[src/hdl/etcs_pkg.sv]
// Types and constants shared by the EEPROM transfer command sequencer.
package etcs_pkg;

  localparam int ADDR_W = 17;
  localparam int CNT_W  = 18;

  // operation codes on the request channel
  localparam logic OP_BEGIN   = 1'b0;
  localparam logic OP_ADVANCE = 1'b1;

  // configuration register indexes
  localparam logic [1:0] CFG_START  = 2'd0;
  localparam logic [1:0] CFG_LENM1  = 2'd1;
  localparam logic [1:0] CFG_FILL   = 2'd2;
  localparam logic [1:0] CFG_DIR    = 2'd3;

  // byte engine command register codes
  localparam logic [7:0] CMD_NONE     = 8'h00;
  localparam logic [7:0] CMD_START_WR = 8'h91;
  localparam logic [7:0] CMD_WR       = 8'h11;
  localparam logic [7:0] CMD_WR_STOP  = 8'h51;
  localparam logic [7:0] CMD_RD_ACK   = 8'h21;
  localparam logic [7:0] CMD_RD_STOP  = 8'h69;

  // device control bytes
  localparam logic [7:0] CTRL_EVEN = 8'hA0;
  localparam logic [7:0] CTRL_ODD  = 8'hA8;

  typedef enum logic [6:0] {
    PH_IDLE  = 7'b0000001,
    PH_CTRL  = 7'b0000010,
    PH_AHI   = 7'b0000100,
    PH_ALO   = 7'b0001000,
    PH_RCTRL = 7'b0010000,
    PH_WDATA = 7'b0100000,
    PH_RDATA = 7'b1000000
  } phase_t;

  typedef struct packed {
    logic [ADDR_W-1:0] start;
    logic [ADDR_W-1:0] len_m1;
    logic [7:0]        fill;
    logic              dir;
  } cfg_t;

  typedef struct packed {
    phase_t            phase;
    logic [ADDR_W-1:0] cur_addr;
    logic [CNT_W-1:0]  remaining;
    logic [ADDR_W-1:0] seg_left;
    logic              rd_pend;
    logic [ADDR_W-1:0] pend_addr;
    logic              xfer_dir;
    logic [7:0]        xfer_fill;
  } seq_state_t;

  typedef struct packed {
    logic [7:0]        tx_byte;
    logic [7:0]        command;
    logic [7:0]        read_data;
    logic [ADDR_W-1:0] read_address;
    logic              read_valid;
    logic              done_res;
  } seq_result_t;

endpackage

[src/hdl/etcs_step.sv]
// Next-state and result logic for one sequencer request.
module etcs_step import etcs_pkg::*; #(
  parameter int PAGE_BYTES   = 128,
  parameter int BANK_BYTES   = 65536,
  parameter int DEVICE_BYTES = 131072
) (
  input  seq_state_t  st,
  input  cfg_t        cfg,
  input  logic        op,
  input  logic [7:0]  rx_byte,
  output seq_state_t  st_nxt,
  output seq_result_t res
);

  // page and bank sizes are powers of two
  localparam int BANK_LG = $clog2(BANK_BYTES);
  localparam logic [ADDR_W-1:0] BANK_MASK = ADDR_W'(BANK_BYTES - 1);
  localparam logic [ADDR_W-1:0] BANK_SIZE = ADDR_W'(BANK_BYTES);
  localparam logic [8:0]        PAGE_MASK = 9'(PAGE_BYTES - 1);
  localparam logic [8:0]        PAGE_SIZE = 9'(PAGE_BYTES);
  localparam logic [CNT_W-1:0]  DEV_SIZE  = CNT_W'(DEVICE_BYTES);

  logic [ADDR_W-1:0] off;
  logic [7:0]        ctrl;
  logic [ADDR_W-1:0] bank_room;
  logic [8:0]        page_room;
  logic [CNT_W-1:0]  seg_a;
  logic [CNT_W-1:0]  seg_b;
  logic [CNT_W-1:0]  n_req;
  logic [CNT_W-1:0]  room;
  logic [CNT_W-1:0]  rem_dec;
  logic [ADDR_W-1:0] seg_dec;
  logic              last;

  always_comb begin
    off       = st.cur_addr & BANK_MASK;
    ctrl      = st.cur_addr[BANK_LG] ? CTRL_ODD : CTRL_EVEN;
    bank_room = BANK_SIZE - off;
    page_room = PAGE_SIZE - (9'(st.cur_addr) & PAGE_MASK);
    seg_a     = (st.remaining < {1'b0, bank_room}) ? st.remaining : {1'b0, bank_room};
    seg_b     = (!st.xfer_dir && ({9'd0, page_room} < seg_a)) ? {9'd0, page_room} : seg_a;
    n_req     = {1'b0, cfg.len_m1} + CNT_W'(1);
    room      = DEV_SIZE - {1'b0, cfg.start};
    rem_dec   = st.remaining - CNT_W'(st.remaining != '0);
    seg_dec   = st.seg_left - ADDR_W'(st.seg_left != '0);
    last      = (seg_dec == '0);

    st_nxt = st;
    res    = '0;

    // a byte read by the previous command goes out with whatever comes next
    if (st.rd_pend) begin
      res.read_valid   = 1'b1;
      res.read_data    = rx_byte;
      res.read_address = st.pend_addr;
      st_nxt.rd_pend   = 1'b0;
    end

    if (op == OP_BEGIN) begin
      st_nxt.xfer_dir  = cfg.dir;
      st_nxt.xfer_fill = cfg.fill;
      st_nxt.cur_addr  = cfg.start;
      st_nxt.seg_left  = '0;
      if ({1'b0, cfg.start} >= DEV_SIZE) begin
        st_nxt.remaining = '0;
        st_nxt.phase     = PH_IDLE;
        res.done_res     = 1'b1;
      end else begin
        st_nxt.remaining = (n_req > room) ? room : n_req;
        st_nxt.phase     = PH_AHI;
        res.tx_byte      = cfg.start[BANK_LG] ? CTRL_ODD : CTRL_EVEN;
        res.command      = CMD_START_WR;
      end
    end else begin
      case (st.phase)
        PH_IDLE: begin
          st_nxt.phase = PH_IDLE;
        end
        PH_CTRL: begin
          res.tx_byte  = ctrl;
          res.command  = CMD_START_WR;
          st_nxt.phase = PH_AHI;
        end
        PH_AHI: begin
          // segment length is settled here, before any data byte needs it
          res.tx_byte     = 8'(off >> 8);
          res.command     = CMD_WR;
          st_nxt.seg_left = ADDR_W'(seg_b);
          st_nxt.phase    = PH_ALO;
        end
        PH_ALO: begin
          res.tx_byte  = off[7:0];
          res.command  = CMD_WR;
          st_nxt.phase = st.xfer_dir ? PH_RCTRL : PH_WDATA;
        end
        PH_RCTRL: begin
          res.tx_byte  = ctrl | 8'h01;
          res.command  = CMD_START_WR;
          st_nxt.phase = PH_RDATA;
        end
        PH_WDATA, PH_RDATA: begin
          if (st.phase == PH_RDATA) begin
            st_nxt.rd_pend   = 1'b1;
            st_nxt.pend_addr = st.cur_addr;
            res.command      = last ? CMD_RD_STOP : CMD_RD_ACK;
          end else begin
            res.tx_byte = st.xfer_fill;
            res.command = last ? CMD_WR_STOP : CMD_WR;
          end
          st_nxt.seg_left  = seg_dec;
          st_nxt.remaining = rem_dec;
          st_nxt.cur_addr  = st.cur_addr + ADDR_W'(1);
          if (last) begin
            if (rem_dec == '0) begin
              res.done_res = 1'b1;
              st_nxt.phase = PH_IDLE;
            end else begin
              st_nxt.phase = PH_CTRL;
            end
          end
        end
        default: begin
          st_nxt.phase = PH_IDLE;
        end
      endcase
    end
  end

endmodule

[src/hdl/eeprom_transfer_command_sequencer_core.sv]
// Top level of the EEPROM transfer command sequencer.
//
// Feeds an I2C byte engine for a two-bank EEPROM. Each request on the in_
// channel is a begin (in_tuser = 0, transfer taken from the cfg registers)
// or an advance (in_tuser = 1, previous command finished; in_tdata holds the
// byte the engine received). Every request yields exactly one result on the
// out_ channel: transmit byte, command byte, and any byte returned by the
// previous read command with its address (out_tuser marks it valid).
// out_tlast marks the final command of the whole transfer, or a begin whose start lies beyond the device.
// A request is registered at the input, worked through by the single
// next-state pass and lands in the output register, which drives
// out_tvalid; one request per cycle is sustained while the receiver does not stall.
// When the receiver stalls, the output register holds and an empty input
// register still takes one more request; once it is full, in_tready drops.
// Reset (rst_n low at a clock edge) empties both registers, returns the
// sequencer to idle and clears the cfg registers. Write cfg only while idle.
module eeprom_transfer_command_sequencer_core import etcs_pkg::*; #(
  parameter int PAGE_BYTES   = 128,
  parameter int BANK_BYTES   = 65536,
  parameter int DEVICE_BYTES = 131072
) (
  input  logic              clk,
  input  logic              rst_n,
  // configuration
  input  logic              cfg_we,
  input  logic [1:0]        cfg_addr,
  input  logic [ADDR_W-1:0] cfg_wdata,
  // request channel
  input  logic              in_tvalid,
  output logic              in_tready,
  input  logic [7:0]        in_tdata,   // [7:0] rx_byte
  input  logic              in_tuser,   // [0] operation
  // result channel
  output logic              out_tvalid,
  input  logic              out_tready,
  output logic [47:0]       out_tdata,  // [7:0] tx_byte, [15:8] command,
                                        // [23:16] read_data, [40:24] read_address
  output logic              out_tuser,  // [0] read_valid
  output logic              out_tlast   // done_res
);

  cfg_t        cfg_r;
  seq_state_t  st_r, st_nxt;
  seq_result_t res_nxt, res_r;
  logic        in_vld_r;
  logic        in_op_r;
  logic [7:0]  in_rx_r;
  logic        out_vld_r;
  logic        adv;
  logic        fire;

  assign adv       = !out_vld_r || out_tready;
  assign fire      = in_vld_r && adv;
  assign in_tready = !in_vld_r || adv;

  always_ff @(posedge clk) begin
    if (!rst_n) begin
      cfg_r <= '0;
    end else if (cfg_we) begin
      case (cfg_addr)
        CFG_START: cfg_r.start  <= cfg_wdata;
        CFG_LENM1: cfg_r.len_m1 <= cfg_wdata;
        CFG_FILL:  cfg_r.fill   <= cfg_wdata[7:0];
        CFG_DIR:   cfg_r.dir    <= cfg_wdata[0];
        default:   cfg_r        <= cfg_r;
      endcase
    end
  end

  always_ff @(posedge clk) begin
    if (!rst_n) begin
      in_vld_r <= 1'b0;
    end else if (in_tready) begin
      in_vld_r <= in_tvalid;
    end
  end

  always_ff @(posedge clk) begin
    if (in_tready && in_tvalid) begin
      in_op_r <= in_tuser;
      in_rx_r <= in_tdata;
    end
  end

  etcs_step #(
    .PAGE_BYTES   (PAGE_BYTES),
    .BANK_BYTES   (BANK_BYTES),
    .DEVICE_BYTES (DEVICE_BYTES)
  ) u_step (
    .st      (st_r),
    .cfg     (cfg_r),
    .op      (in_op_r),
    .rx_byte (in_rx_r),
    .st_nxt  (st_nxt),
    .res     (res_nxt)
  );

  always_ff @(posedge clk) begin
    if (!rst_n) begin
      st_r <= '{phase: PH_IDLE, cur_addr: '0, remaining: '0, seg_left: '0,
                rd_pend: 1'b0, pend_addr: '0, xfer_dir: 1'b0, xfer_fill: '0};
    end else if (fire) begin
      st_r <= st_nxt;
    end
  end

  always_ff @(posedge clk) begin
    if (!rst_n) begin
      out_vld_r <= 1'b0;
    end else if (adv) begin
      out_vld_r <= in_vld_r;
    end
  end

  always_ff @(posedge clk) begin
    if (fire) begin
      res_r <= res_nxt;
    end
  end

  assign out_tvalid = out_vld_r;
  assign out_tdata  = {7'd0, res_r.read_address, res_r.read_data,
                       res_r.command, res_r.tx_byte};
  assign out_tuser  = res_r.read_valid;
  assign out_tlast  = res_r.done_res;

endmodule
[config.mk]
export PLATFORM = sky130hd
export DESIGN_NAME = eeprom_transfer_command_sequencer_core
export DESIGN_NICKNAME = d
export VERILOG_FILES = /design/src/hdl/etcs_pkg.sv /design/src/hdl/etcs_step.sv /design/src/hdl/eeprom_transfer_command_sequencer_core.sv
export SDC_FILE = /design/constraint.sdc
export NUM_CORES = 1
export LEC_CHECK = 0
export BUFFER_PORTS_ARGS = -buffer_cell sky130_fd_sc_hd__buf_2
export CAP_MARGIN = 10
export CORE_MARGIN = 1
export CORE_UTILIZATION = 55
export CTS_CLUSTER_SIZE = 16
export DETAILED_ROUTE_END_ITERATION = 8
export HOLD_SLACK_MARGIN = 0.08
export PLACE_DENSITY = 0.74
export REMOVE_ABC_BUFFERS = 1
export SYNTH_ARGS = -nofsm -noshare
export SYNTH_HDL_FRONTEND = slang
export SYNTH_SLANG_ARGS = --single-unit
[constraint.sdc]
create_clock -name clk -period 6.87 [get_ports clk]
set_input_delay 0.3435 -clock clk [delete_from_list [all_inputs] [get_ports clk]]
set_output_delay 0.3435 -clock clk [all_outputs]
set_load 0.01 [all_outputs]
**Word-level counts from Yosys, hierarchy flattened**

Index checks and enable logic that the tools add are counted.

- Flip-flop bits (word level): 183
- Latch bits: 0
- Bits in writable memories: 0
- ROM bits: 0
- Input bits: 33
- Output and inout port bits: 52
- Logic and storage cells: 92
- Memories kept: 0

- $add $sub $neg: 7
- Multipliers: 0
- Div/mod/pow operators: 0
- Order comparisons: 3
- Equality and inequality tests: 12
- Shift-type cells: 0
- Multiplexer cells: 23
- Bitwise gates (word level): 1
- Reduce and logical (&&, ||, !) cells: 24

Operator list:

| operator | number |
|---|---|
| 2-to-1 mux 18 bit | 5 |
| case mux 16 bit (5 select lines) | 1 |
| 2-to-1 mux 59 bit | 1 |
| 2-to-1 mux 35 bit | 1 |
| case mux 7 bit (5 select lines) | 1 |
| case mux 17 bit (2 select lines) | 1 |
| 2-to-1 mux 7 bit | 3 |
| adder 17 x 1 -> 18 bit, second input constant | 1 |
| greater-than comparator 18 bit | 1 |
| logical NOT 18 bit | 1 |
| less-than comparator 18 x 17 -> 1 bit | 1 |
| less-than comparator 9 x 18 -> 1 bit | 1 |
| nonzero test 18 bit | 1 |
| subtractor 18 x 1 -> 18 bit | 1 |
| subtractor 18 x 17 -> 18 bit, first input constant | 1 |
| adder 17 x 1 -> 17 bit, second input constant | 1 |
| logical NOT 17 bit | 1 |
| 2-to-1 mux 17 bit | 1 |
| nonzero test 17 bit | 1 |
| subtractor 17 x 1 -> 17 bit | 1 |
| subtractor 17 x 16 -> 17 bit, first input constant | 1 |
| 2-to-1 mux 16 bit | 1 |
| 2-to-1 mux 8 bit | 2 |
| AND reduction 2 bit | 8 |
| other kinds (24) | 32 |

**Longest topological paths before layout**

Gate-level depths: netlist (run 1).

- Depth in word-level cells: 8
- Gate-level depth with buffers: 24

**Hierarchy**

A second synthesis (run 1) with hierarchy kept.

- Cell total of the unflattened synthesis: 1446
- Area total of the unflattened synthesis: 12079.1 um^2

By module, submodules not included:

| module | instances | cells each | area an instance (um^2) | seq. area each (um^2) |
|---|---|---|---|---|
| eeprom_transfer_command_sequencer_core | 1 | 607 | 6641.4 | 4184.0 |
| etcs_step | 1 | 839 | 5437.7 | 0.0 |

**Worst setup path before layout (run 1)**

Ideal clock, no wire load.

- Path type: flip-flop to flip-flop
- Start: reg st_r[62] (netlist name)
- End: reg st_r[31] (netlist name)
- Library setup time: 0.117 ns
- Data arrival time: 5.293 ns
- Data required time: 6.753 ns
- Path slack: 1.460 ns
- Stages on the path, launching flop included: 24
- Buffers on the path: 3
- Cells stage by stage: dfxtp_1 -> clkbuf_1 -> inv_1 -> ha_1 -> nand3_4 -> or4_1 -> xnor2_1 -> ha_1 -> and2_0 -> a221o_1 -> a221oi_2 -> clkbuf_1 -> nor2_1 -> a21oi_1 -> ha_1 -> a2111oi_0 -> o21ai_0 -> o21a_1 -> or4_1 -> nand4_1 -> a31oi_4 -> buf_6 -> mux2i_1 -> a22o_1

- Longest elaborated chain between the ends: 8
- Elaborated cells on any way between the ends: 9
- Classes of those cells: add/sub (2); order compare (2); mux (4); reduce/logical (1)

RTL lines:

| what | line | source |
|---|---|---|
| start, declared | eeprom_transfer_command_sequencer_core.sv:43 | `seq_state_t st_r, st_nxt;` |
| start signal, assigned | eeprom_transfer_command_sequencer_core.sv:100 | `st_r <= '{phase: PH_IDLE, cur_addr: '0, remaining: '0, seg_left: '0,` |
| start signal, assigned | eeprom_transfer_command_sequencer_core.sv:103 | `st_r <= st_nxt;` |
| subtractor 17 x 16 -> 17 bit | etcs_step.sv:38 | `bank_room = BANK_SIZE - off;` |
| less-than comparator 18 x 17 -> 1 bit | etcs_step.sv:40 | `seg_a = (st.remaining < {1'b0, bank_room}) ? st.remaining : {1'b0, bank_room};` |
| 2-to-1 mux 18 bit | etcs_step.sv:40 |  |
| less-than comparator 9 x 18 -> 1 bit | etcs_step.sv:41 | `seg_b = (!st.xfer_dir && ({9'd0, page_room} < seg_a)) ? {9'd0, page_room} : seg_a;` |
| logical AND 1 bit | etcs_step.sv:41 |  |
| 2-to-1 mux 17 bit (*) | etcs_step.sv:41 |  |
| case mux 17 bit (2 select lines) (*) | etcs_step.sv:75 | `case (st.phase)` |
| 2-to-1 mux 59 bit (*) | etcs_step.sv:59 | `if (op == OP_BEGIN) begin` |

Every way passes the cells marked *; elsewhere a longest branch is shown, timed or not.
A chain may end at the register's enable or synchronous reset.

**Worst setup path in the final report (run 1)**

- Start: reg st_r[64] (netlist name)
- End: reg st_r[32] (netlist name)

The elaborated chain is that of the path after synthesis.

==> results of run 1 <==
[logic make-up after synthesis]
group / share of synthesized area [%]
compound gates: 20.60
buf+inv: 5.033
other cells: 0.03492
mux: 2.016
xor+xnor: 4.486
simple gates: 23.72
fa+ha+maj: 5.709
flops: 38.40
[per-stage QoR]
stage | cell area (µm²) | util (%)
finish | 11930 | 63.14
global route | 11930 | 63.14
CTS | 11930 | 63.14
detailed placement | 11200 | 59.26
global placement | 11200 | 59.26
floorplan | 10360 | -
[synth_stat cells (all sizes together), types with 3 or more instances]
cell type / count
or3: 8
o2bb2ai: 6
a221oi: 3
a21o: 11
and2: 37
mux2: 5
nor2: 99
a211oi: 16
buf: 18
o22ai: 25
inv: 34
a21boi: 3
nand4b: 4
o31a: 3
a222oi: 6
a31o: 13
nand2: 203
xor2: 23
a31oi: 7
or4: 13
a22oi: 9
nand3b: 3
nand2b: 14
nand4: 19
dfxtp: 131
xnor2: 32
or3b: 3
a21oi: 146
nor4: 23
nor3b: 9
o32ai: 9
edfxtp: 50
clkbuf: 77
o21ai: 65
o31ai: 9
ha: 49
nand3: 27
or2: 4
and3: 9
nor2b: 5
nor3: 32
o21a: 7
mux2i: 16
and4: 3
[worst max path at each step]
stage,endpoint,slack (ns),depth (start not counted)
floorplan,st_r[30]$_SDFFE_PN0P_,1.10,18
global placement,st_r[33]$_SDFFE_PN0P_,1.11,18
detailed placement,st_r[30]$_SDFFE_PN0P_,0.96,18
CTS,st_r[30]$_SDFFE_PN0P_,0.96,18
global route,st_r[34]$_SDFFE_PN0P_,0.35,18
finish,st_r[32]$_SDFFE_PN0P_,0.96,18
[sequential cells by signal (all words and copies together), names as in the netlist]
signal      flops
out_tdata      39
in_rx_r         8
out_tuser       1
out_tlast       1
in_vld_r        1
out_tvalid      1
cfg_r          43
in_op_r         1
st_r           86
[power by group through the flow]
stage | Combinational, mW | Sequential (mW) | Clock (mW)
floorplan | 0.491 | 1.19 | 0
global placement | 0.662 | 1.19 | 0
detailed placement | 0.671 | 1.19 | 0
CTS | 0.680 | 1.17 | 1.05
global route | 0.758 | 1.18 | 1.09
finish | 0.688 | 1.17 | 1.04
[worst max-delay path, stage by stage, from the launching register on]
cell and delay [ns]:
sky130_fd_sc_hd__dfxtp_1 0.45, sky130_fd_sc_hd__nor4_4 0.55, sky130_fd_sc_hd__nand3_4 0.17, sky130_fd_sc_hd__or4_1 0.44, sky130_fd_sc_hd__xnor2_1 0.22, sky130_fd_sc_hd__ha_1 0.26, sky130_fd_sc_hd__and2_0 0.15, sky130_fd_sc_hd__a221o_1 0.31
sky130_fd_sc_hd__a221oi_2 0.89, sky130_fd_sc_hd__a21oi_1 0.21, sky130_fd_sc_hd__ha_1 0.34, sky130_fd_sc_hd__a2111oi_0 0.35, sky130_fd_sc_hd__o21ai_0 0.14, sky130_fd_sc_hd__o21a_1 0.15, sky130_fd_sc_hd__or4_1 0.40, sky130_fd_sc_hd__nand4_1 0.16
sky130_fd_sc_hd__a31oi_4 0.20, sky130_fd_sc_hd__and2_1 0.23, sky130_fd_sc_hd__o32ai_2 0.19
[per-layer routing]
layer | track usage [%] | vias up | wire (µm) | part of all wire [%]
met5 | 0 | - | 0 | 0
met4 | 12.73 | 0 | 841 | 2.9
met3 | 5.366 | 58 | 2094 | 7.1
met2 | 47.11 | 399 | 13570 | 46
met1 | 40.18 | 4483 | 12940 | 44
li1 | - | 4771 | - | -
[layout make-up]
| class | count | area, µm² | share of cell area (%) |
|---|---|---|---|
| timing repair buffer | 98 | 570.5 | 4.783 |
| multi-input combinational | 1006 | 6133 | 51.42 |
| clock buffer | 17 | 425.4 | 3.566 |
| sequential | 181 | 4124 | 34.57 |
| tap | 260 | 325.3 | 2.727 |
| clock inverter | 15 | 217.7 | 1.825 |
| inverter | 35 | 132.6 | 1.112 |
[cell usage in the layout (no fill, tap or decap), drive strengths merged, types with 11 or more instances in the layout]
cell type | netlist | routed
nand4 | 19 | 19
a21oi | 146 | 146
nand2 | 203 | 203
or4 | 13 | 13
edfxtp | 50 | 50
a211oi | 16 | 16
a31o | 13 | 13
nor3 | 32 | 32
buf | 18 | 89
o22ai | 25 | 25
nor2 | 99 | 99
a21o | 11 | 11
nand3 | 27 | 27
o21ai | 65 | 65
clkbuf | 77 | 17
nand2b | 14 | 14
xor2 | 23 | 23
inv | 34 | 42
ha | 49 | 49
xnor2 | 32 | 32
mux2i | 16 | 16
nor4 | 23 | 23
and2 | 37 | 37
dfxtp | 131 | 131
==> impl_metrics.toml, run 1 <==
[run_status]
run_status = "complete, no violations"

[pwr]
cell_internal_pwr_mw = 1.904
seqPwrFrac_pct = 40.4
pnr_total_power_mw = 2.897
clock_power_share_pct = 35.9
power_switching_share_pct = 34.30
pwr-share-comb_pct = 23.8
peakVddDrop_uv = 189.6
p_sw_mw = 0.9936
power_density_mw_per_mm2 = 242.9
power.static_leakage_nw = 4.492

[yosys]
synth_warnings = 0
avgSynthCellArea_um2 = 8.204
synth_top_cell_by_area = "sky130_fd_sc_hd__dfxtp_1"
synth_async_sr_flop_share_pct = 0
synth_edf_count = 50
yosysUniqueCellTypes = 79
yosys-top-cells-area = "sky130_fd_sc_hd__dfxtp_1 24%, sky130_fd_sc_hd__edfxtp_1 14%, sky130_fd_sc_hd__nand2_1 7.1%"
netlist.area_leader.share_pct = 24.42
synth-seq-cells = 181
mappedNetlistArea_mm2 = 0.01074
primary_flip_flop_cell_chosen_by_synthesis_mapping = "sky130_fd_sc_hd__dfxtp_1"
syn-instance-count = 1309
ys_seq_area_share_pct = 38.40

[finish]
final_cell_count_no_fill = 1612
filler_cell_count = 1689
antenna_cells_inserted = 0
design.final.nets = 1421
drive_gt1_share_pct = 12.20
area_delta_synth_final_pct = 11.08

[clocking]
worst_setup_hold_path_clk_slew_ns = 0.09
clk_path_buf_depth = 2
clock_sink_count = 181
htree_num_levels = 4
worst_skew_pair.late_latency_ns = 0.46
post_cts_hold_buffer_count = 9
ctsResizeCount = 0
cts_tree = "done"
cts_inserted_buffers = 17
root_buffer = "sky130_fd_sc_hd__clkbuf_16"
post-cts-setup-buffers = 0

[min_path]
hold_path_depth = 3
holdCritStartpoint = "in_tvalid"
hp-class = "in2reg"
timing.hold.worst_endpoint = "in_vld_r$_SDFFE_PN0N_"

[critical_path]
crit-reg2reg-launch = "st_r[64]$_SDFFE_PN0P_"
worst_setup_path_start_kind = "flop"
internal_reg_to_reg_setup_slack_ns = 0.96
setup_cp_type = "reg2reg"
reg2reg_to = "st_r[32]$_SDFFE_PN0P_"
worst-r2r-cell-count = 18
timing.critical_path.from = "st_r[64]$_SDFFE_PN0P_"
cp_data_required_time_ns = 7.23
path_max_fanout = 15
worst_ep_arrival_time_ns = 6.27
critical_path.endpoint_type = "flop"

[timing]
slew_violations = 0
report.final.hold_viol_count = 0
clock.fmax_mhz = 169.2
rsz0062_at_grt = "false"
skew_ns = 0.02084
max-slew-margin-rel_pct = 25.61
worst_path_setup_slack_after_routing_ns = 0.9608
layout_worst_path_cycle_share_pct = 86.02
tightest_slew_ns = 1.113
final_setup_violation_count = 0
fin_worst_hold_slack_ns = 0.1109
finalSetupTns_ns = 0
min_period_ns = 5.909

[route]
final_ant_viol_nets = 0
postRouteWirelength_mm = 29.45
route.detailed.drc = 0
first_iteration_detailed_routing_drc_count = 919
drt_pre_antenna_iters = 9
routed_len_inst_um = 18.27
routed-via-count = 9711
drt-vias-per-instance = 6.024

[grt]
grt_max_degree = 76
first_global_vias = 8759
groute.usage.overall_pct = 29.87
antenna_violations_before_repair = 0
overflow = 0
wire_length_of_the_first_global_routing_pass_mm = 46.64

[placement]
final_replace_weighted_congestion = 0.9418
dpl.cell_count = 1571
post-place-ws_ns = 0.9645
port_buffers = 75
place.detailed.hpwl_mm = 20.96

[die]
initial_cell_density_of_the_core_pct = 56.84
dieWidth_um = 141.7
die_ht_um = 141.7
floorplan.die_area_mm2 = 0.02009
core_mm2 = 0.01889
rows = 50
ioPinCount = 85

[flow_run]
max_cap_viol_count = 0
(Power assumes the default switching activity.)
==> run 2: changes to the inputs <==
--- a/config.mk
+++ b/config.mk
@@ -8,11 +8,10 @@
 export BUFFER_PORTS_ARGS = -buffer_cell sky130_fd_sc_hd__buf_2
 export CAP_MARGIN = 10
 export CORE_MARGIN = 1
-export CORE_UTILIZATION = 55
+export CORE_UTILIZATION = 37
 export CTS_CLUSTER_SIZE = 16
 export DETAILED_ROUTE_END_ITERATION = 8
 export HOLD_SLACK_MARGIN = 0.08
-export PLACE_DENSITY = 0.74
 export REMOVE_ABC_BUFFERS = 1
 export SYNTH_ARGS = -nofsm -noshare
 export SYNTH_HDL_FRONTEND = slang
==> run 2 against run 1 <==
Flip-flop and latch count unchanged. Clock power down 8%. Total power fell by 2.8%. Worst setup slack improved by 0.062 ns. Sequential power is essentially flat. Largest cell class unchanged.
==> impl_metrics.toml, run 2 (synthesis gave the netlist of run 1 again) <==
[route]
routed_len_inst_um = 17.68
routed-via-count = 9708
first_iteration_detailed_routing_drc_count = 1033
postRouteWirelength_mm = 30.71
drt-vias-per-instance = 5.589
final_ant_viol_nets = 0
detail_route.wirelength.met1_mm = 14.58
dr_wl_met3_mm = 1.969
drt_pre_antenna_iters = 7
top_layer_used = "met4"
route.detailed.drc = 0
dr_wl_met2_mm = 13.59

[finish]
postLayoutCoreUtil_pct = 41.96
final_cell_area_mm2 = 0.01201
design.final.nets = 1422
drive_gt1_share_pct = 12.12
largest_register = "st_r"
filler_cell_count = 2925
layout.cells.most_common_list = "203 x sky130_fd_sc_hd__nand2_1, 144 x sky130_fd_sc_hd__a21oi_1, 131 x sky130_fd_sc_hd__dfxtp_1, 99 x sky130_fd_sc_hd__nor2_1, 75 x sky130_fd_sc_hd__buf_2"
layout.cells.most_common = "sky130_fd_sc_hd__nand2_1"
final_cell_count_no_fill = 1737
antenna_cells_inserted = 0
largest_register_ff_count = 86
area_delta_synth_final_pct = 11.84

[timing]
slew_violations = 0
rsz0062_at_grt = "false"
min_period_ns = 5.848
finalSetupTns_ns = 0
report.final.hold_viol_count = 0
final_setup_violation_count = 0
clock.fmax_mhz = 171.0
layout_worst_path_cycle_share_pct = 85.12
tightest_slew_ns = 1.161
skew_ns = 0.01751
max-slew-margin-rel_pct = 22.44

[grt]
wire_length_of_the_first_global_routing_pass_mm = 48.57
first_global_vias = 8858
grt_max_degree = 94
overflow = 0
antenna_violations_before_repair = 0
groute.usage.overall_pct = 21.26

[clocking]
root_buffer = "sky130_fd_sc_hd__clkbuf_16"
worst_setup_hold_path_clk_slew_ns = 0.07
cts_tree = "done"
htree_num_levels = 4
clock_sink_count = 181
ctsResizeCount = 0
clk_path_buf_depth = 2
worst_skew_pair.late_latency_ns = 0.45
post-cts-setup-buffers = 0
cts_inserted_buffers = 17

[die]
rows = 62
initial_cell_density_of_the_core_pct = 37.52
ioPinCount = 85
floorplan.die_area_mm2 = 0.02971
core_mm2 = 0.02863
dieWidth_um = 172.4
die_ht_um = 172.4

[run_status]
run_status = "complete, no violations"

[flow_run]
max_cap_viol_count = 0

[critical_path]
setup_cp_type = "reg2reg"
critical_path.endpoint_type = "flop"
internal_reg_to_reg_setup_slack_ns = 1.02
critPathMaxStageDelay_ns = 0.69
path_max_fanout = 14
worst_setup_path_start_kind = "flop"
critPathSlowestCell = "sky130_fd_sc_hd__a221oi_2"
worst_ep_arrival_time_ns = 6.20
cp_data_required_time_ns = 7.22
crit_chain = "nor4_4, nand3_4, or4_1, xnor2_1, ha_1, and2_0, a221o_1, a221oi_2, buf_4, mux2i_1, ha_1, a2111oi_0, o21ai_0, o21a_1, or4_1, nand4_1, a31oi_4, and2_1, o32ai_1"

[placement]
detailed_place.area_mm2 = 0.01136
dpl.cell_count = 1696
port_buffers = 75
final_replace_weighted_congestion = 0.9216
place.detailed.hpwl_mm = 22.31

[pwr]
peakVddDrop_uv = 174.5
power_density_mw_per_mm2 = 234.4
power.static_leakage_nw = 4.458

[min_path]
hp-class = "in2reg"
==> run 2: cell count changes in the layout (fill, tap and decap cells not counted), sizes merged <==
cell      previous run  this run
buf                 89        90
bufinv               0         1
clkbuf              17        19
clkinv               8         4
clkinvlp             0         2
inv                 42        41
==> run 2: repair_timing <==
| item | in CTS | in global routing |
|---|---|---|
| hold endpoints to repair | 9 | 0 |
| hold buffers | 9 | 0 |
| endpoints found under the setup margin | 0 | 0 |
==> run 2: power breakdown <==
group	leakage, nW	switching [mW]	internal [mW]	total (mW)
Sequential	1.53	0.0436	1.13	1.17
Combinational	2.66	0.426	0.264	0.690
Clock	0.269	0.446	0.506	0.952
==> run 2: worst paths after layout <==
check	start	endpoint	cells after the start
hold reg to reg	st_r[13]$_SDFFE_PN0P_	st_r[13]$_SDFFE_PN0P_	2
setup / recovery	st_r[64]$_SDFFE_PN0P_	st_r[30]$_SDFFE_PN0P_	19
setup reg to reg	st_r[64]$_SDFFE_PN0P_	st_r[30]$_SDFFE_PN0P_	19
hold / removal	in_tvalid	in_vld_r$_SDFFE_PN0N_	3
==> run 2: stage by stage <==
| stage | hold slack [ns] | power (mW) | setup WS [ns] |
|---|---|---|---|
| 6_report | 0.1187 | 2.815 | 1.022 |
| 5_1_grt | 0.1056 | 2.966 | 0.6483 |
| 4_1_cts | 0.1046 | 2.824 | 1.073 |
| 3_5_place_dp | 0.4434 | 1.874 | 1.102 |
| 3_3_place_gp | 0.4424 | 1.862 | 1.230 |
| 2_1_floorplan | 0.4315 | 1.682 | 1.099 |
==> run 2: layout make-up <==
cell class	count	area (µm²)	share of cell area, %
clock buffers	19	432.9	3.605
clock inverters	13	122.6	1.021
inverters	35	132.6	1.104
multi-input cells	1006	6140	51.12
flip-flops and latches	181	4124	34.34
well taps	384	480.5	4.000
repair buffers	99	578.1	4.813
==> run 2: critical path, delay by kind of cell (launching register included) <==
family          cells  cell delay (ns)
simple gates        7             2.13
compound gates      7             2.03
fa+ha+maj           2             0.49
flops               1             0.47
buf+inv             1             0.30
xor+xnor            1             0.22
mux                 1             0.11
==> run 2: layer usage <==
metal,up-vias,track usage [%]
met5,-,0
met4,0,6.002
met3,37,4.715
met2,306,32.29
met1,4586,29.96
li1,4779,-
==> run 3: changes to the inputs <==
--- a/config.mk
+++ b/config.mk
@@ -9,10 +9,10 @@
 export CAP_MARGIN = 10
 export CORE_MARGIN = 1
 export CORE_UTILIZATION = 37
-export CTS_CLUSTER_SIZE = 16
 export DETAILED_ROUTE_END_ITERATION = 8
 export HOLD_SLACK_MARGIN = 0.08
 export REMOVE_ABC_BUFFERS = 1
 export SYNTH_ARGS = -nofsm -noshare
 export SYNTH_HDL_FRONTEND = slang
+export SYNTH_HIERARCHICAL = 1
 export SYNTH_SLANG_ARGS = --single-unit
==> run 3 against run 2 <==
Worst hold slack better by 0.026 ns. Total power shrank 4.0%. Die area grew 12%. Clock skew is 0.0049 ns lower. Critical endpoint is now st_r[34]$_SDFFE_PN0P_. Largest cell class unchanged.
==> impl_metrics.toml, run 3 <==
[timing]
finalSetupTns_ns = 0
layout_worst_path_cycle_share_pct = 88.74
tightest_slew_ns = 1.035
rsz0062_at_grt = "false"
slew_violations = 0
min_period_ns = 6.097
max-slew-margin-rel_pct = 30.82
report.final.hold_viol_count = 0
clock.fmax_mhz = 164.0
worst_path_setup_slack_after_routing_ns = 0.7735
skew_ns = 0.01266
final_setup_violation_count = 0

[finish]
antenna_cells_inserted = 0
postLayoutCoreUtil_pct = 41.80
layout.cells.most_common_list = "256 x sky130_fd_sc_hd__nand2_1, 131 x sky130_fd_sc_hd__dfxtp_1, 89 x sky130_fd_sc_hd__nor2_1, 86 x sky130_fd_sc_hd__mux2i_1, 76 x sky130_fd_sc_hd__buf_2"
design.final.nets = 1540
largest_register = "st_r"
layout.cells.most_common = "sky130_fd_sc_hd__nand2_1"
area_delta_synth_final_pct = 10.04
drive_gt1_share_pct = 12.71
final_cell_count_no_fill = 1906
largest_register_ff_count = 86

[yosys]
ys_seq_area_share_pct = 34.64
synth_warnings = 6
syn-instance-count = 1446
synth.most_common_cell = "sky130_fd_sc_hd__nand2_1"
netlist.area_leader.share_pct = 21.71
primary_flip_flop_cell_chosen_by_synthesis_mapping = "sky130_fd_sc_hd__dfxtp_1"
synth.top_cells.by_count = "256 x sky130_fd_sc_hd__nand2_1, 131 x sky130_fd_sc_hd__dfxtp_1, 89 x sky130_fd_sc_hd__nor2_1, 86 x sky130_fd_sc_hd__mux2i_1, 74 x sky130_fd_sc_hd__nand3_1"
synth_async_sr_flop_share_pct = 0
avgSynthCellArea_um2 = 8.353
synth_top_cell_by_area = "sky130_fd_sc_hd__dfxtp_1"
mappedNetlistArea_mm2 = 0.01208
yosysUniqueCellTypes = 84
synth_edf_count = 52
yosys-top-cells-area = "sky130_fd_sc_hd__dfxtp_1 22%, sky130_fd_sc_hd__edfxtp_1 13%, sky130_fd_sc_hd__nand2_1 8.0%"
synth-seq-cells = 183

[route]
first_iteration_detailed_routing_drc_count = 824
drt_pre_antenna_iters = 6
routed-via-count = 10370
routed_len_inst_um = 17.10
postRouteWirelength_mm = 32.59
final_ant_viol_nets = 0
route.detailed.drc = 0
drt-vias-per-instance = 5.441

[critical_path]
critPathSlowestCell = "sky130_fd_sc_hd__or4_1"
cp_data_required_time_ns = 7.17
worst-r2r-cell-count = 20
reg2reg_to = "st_r[34]$_SDFFE_PN0P_"
crit-reg2reg-launch = "st_r[71]$_SDFFE_PN0P_"
internal_reg_to_reg_setup_slack_ns = 0.77
crit_chain = "or3_1, or4_1, o21a_1, or2_2, ha_1, nand4b_1, o21ai_0, a2111oi_0, o21a_1, a21oi_1, ha_1, nand4_1, o31ai_1, a31o_2, o211ai_1, or4_1, and2_4, a311o_1, nand2_1, mux2i_1"
worst_setup_path_start_kind = "flop"
path_max_fanout = 14
critPathMaxStageDelay_ns = 0.58
cpLargestDelayFamily = "simple AND/OR/NAND/NOR gates"
setup_cp_type = "reg2reg"
critical_path.endpoint_type = "flop"
worst_ep_arrival_time_ns = 6.39
worst-path-buf-inv = 0

[clocking]
post_cts_hold_buffer_count = 9
clock_sink_count = 183
cts_inserted_buffers = 17
htree_num_levels = 4
root_buffer = "sky130_fd_sc_hd__clkbuf_16"
worst_skew_pair.late_latency_ns = 0.45
worst_setup_hold_path_clk_slew_ns = 0.07
ctsResizeCount = 0
post-cts-setup-buffers = 0
cts_tree = "done"
clk_path_buf_depth = 2

[die]
die_ht_um = 182.7
initial_cell_density_of_the_core_pct = 37.99
floorplan.die_area_mm2 = 0.03337
core_mm2 = 0.03180
rows = 65
dieWidth_um = 182.7
ioPinCount = 85

[flow_run]
max_cap_viol_count = 0

[pwr]
peakVddDrop_uv = 166.7
power.static_leakage_nw = 4.932
power_density_mw_per_mm2 = 203.4
pnr_total_power_mw = 2.703

[grt]
overflow = 0
first_global_vias = 9406
grt_max_degree = 136
wire_length_of_the_first_global_routing_pass_mm = 51.48
antenna_violations_before_repair = 0
groute.usage.overall_pct = 19.50

[placement]
place.detailed.hpwl_mm = 23.16
dpl.cell_count = 1865
port_buffers = 77
final_replace_weighted_congestion = 0.9296
post-place-ws_ns = 0.8566

[min_path]
timing.hold.worst_endpoint = "in_vld_r$_SDFFE_PN0P_"
hold_path_depth = 3
holdCritStartpoint = "in_tvalid"
hp-class = "in2reg"

[run_status]
run_status = "complete, no violations"
[run 3: cell count changes in the layout (fill, tap and decap cells not counted), moves of 17 or more]
| cell | before | now |
|---|---|---|
| sky130_fd_sc_hd__nand2_1 | 203 | 256 |
| sky130_fd_sc_hd__mux2i_1 | 16 | 86 |
| sky130_fd_sc_hd__a21oi_1 | 144 | 51 |
| sky130_fd_sc_hd__nand3_1 | 26 | 74 |
| sky130_fd_sc_hd__o22ai_1 | 25 | 2 |
| sky130_fd_sc_hd__o21ai_2 | 0 | 17 |
| sky130_fd_sc_hd__mux2_2 | 5 | 28 |
[run 3: cell families (layout without fill, tap and decap cells)]
family | count (synthesis) | count (layout) | share of synthesized area [%]
DFF | 183 | 183 | 34.64
adders and majority gates | 49 | 49 | 5.076
and+or+nand+nor | 633 | 633 | 25.36
muxes | 114 | 114 | 9.737
buffers and inverters | 145 | 163 | 5.728
xor gates and xnor gates | 80 | 80 | 5.801
AOI/OAI and AO/OA | 240 | 240 | 13.60
other | 2 | 9 | 0.06217
[run 3: routing by layer]
metal  track usage (%)  vias to the layer above  routed length [µm]
li1                  -                     5190                   -
met1             26.89                     4873               15640
met2             31.48                      275               15020
met3             3.333                       33                1508
met4             4.739                        0                 414
met5                 0                        -                   0
[run 3: through the flow]
step / hold slack, ns / area [µm²]
after floorplan: 0.4348 / 11530
after global placement: 0.4539 / 12600
after detailed placement: 0.4588 / 12600
after CTS: 0.1312 / 13290
after global routing: 0.1406 / 13290
final: 0.1450 / 13290
[run 3: final cells by class]
| cell class | count | area (µm²) |
|---|---|---|
| fillers | 3244 | 18510 |
| multi-input cells | 1125 | 7239 |
| flip-flops and latches | 183 | 4184 |
| repair buffers | 101 | 606.8 |
| well taps | 435 | 544.3 |
| clock buffers | 20 | 436.7 |
| clock inverters | 12 | 167.7 |
| inverters | 30 | 112.6 |
[run 3: worst min-delay path: cells and delay by family]
| family | cells | cell delay (ns) |
|---|---|---|
| buf+inv | 1 | 0.08 |
| simple gates | 1 | 0.09 |
| compound gates | 1 | 0.03 |
[run 3: where the power goes]
group	leakage (nW)	total, mW	internal [mW]	switching, mW
registers	1.58	1.18	1.14	0.0398
logic	3.08	0.494	0.188	0.306
clock network	0.277	1.03	0.579	0.452
total	4.93	2.70	1.91	0.798
[run 3: how the worst max path moves through the flow]
stage	from	to	slack, ns	depth (start not counted)
3_5_place_dp	st_r[72]$_SDFFE_PN0P_	st_r[41]$_SDFFE_PN0P_	0.86	20
4_1_cts	st_r[72]$_SDFFE_PN0P_	st_r[41]$_SDFFE_PN0P_	0.83	20
5_1_grt	st_r[71]$_SDFFE_PN0P_	st_r[30]$_SDFFE_PN0P_	0.30	20
6_report	st_r[71]$_SDFFE_PN0P_	st_r[34]$_SDFFE_PN0P_	0.77	20
2_1_floorplan	st_r[72]$_SDFFE_PN0P_	st_r[34]$_SDFFE_PN0P_	1.05	20
3_3_place_gp	st_r[72]$_SDFFE_PN0P_	st_r[39]$_SDFFE_PN0P_	0.92	20
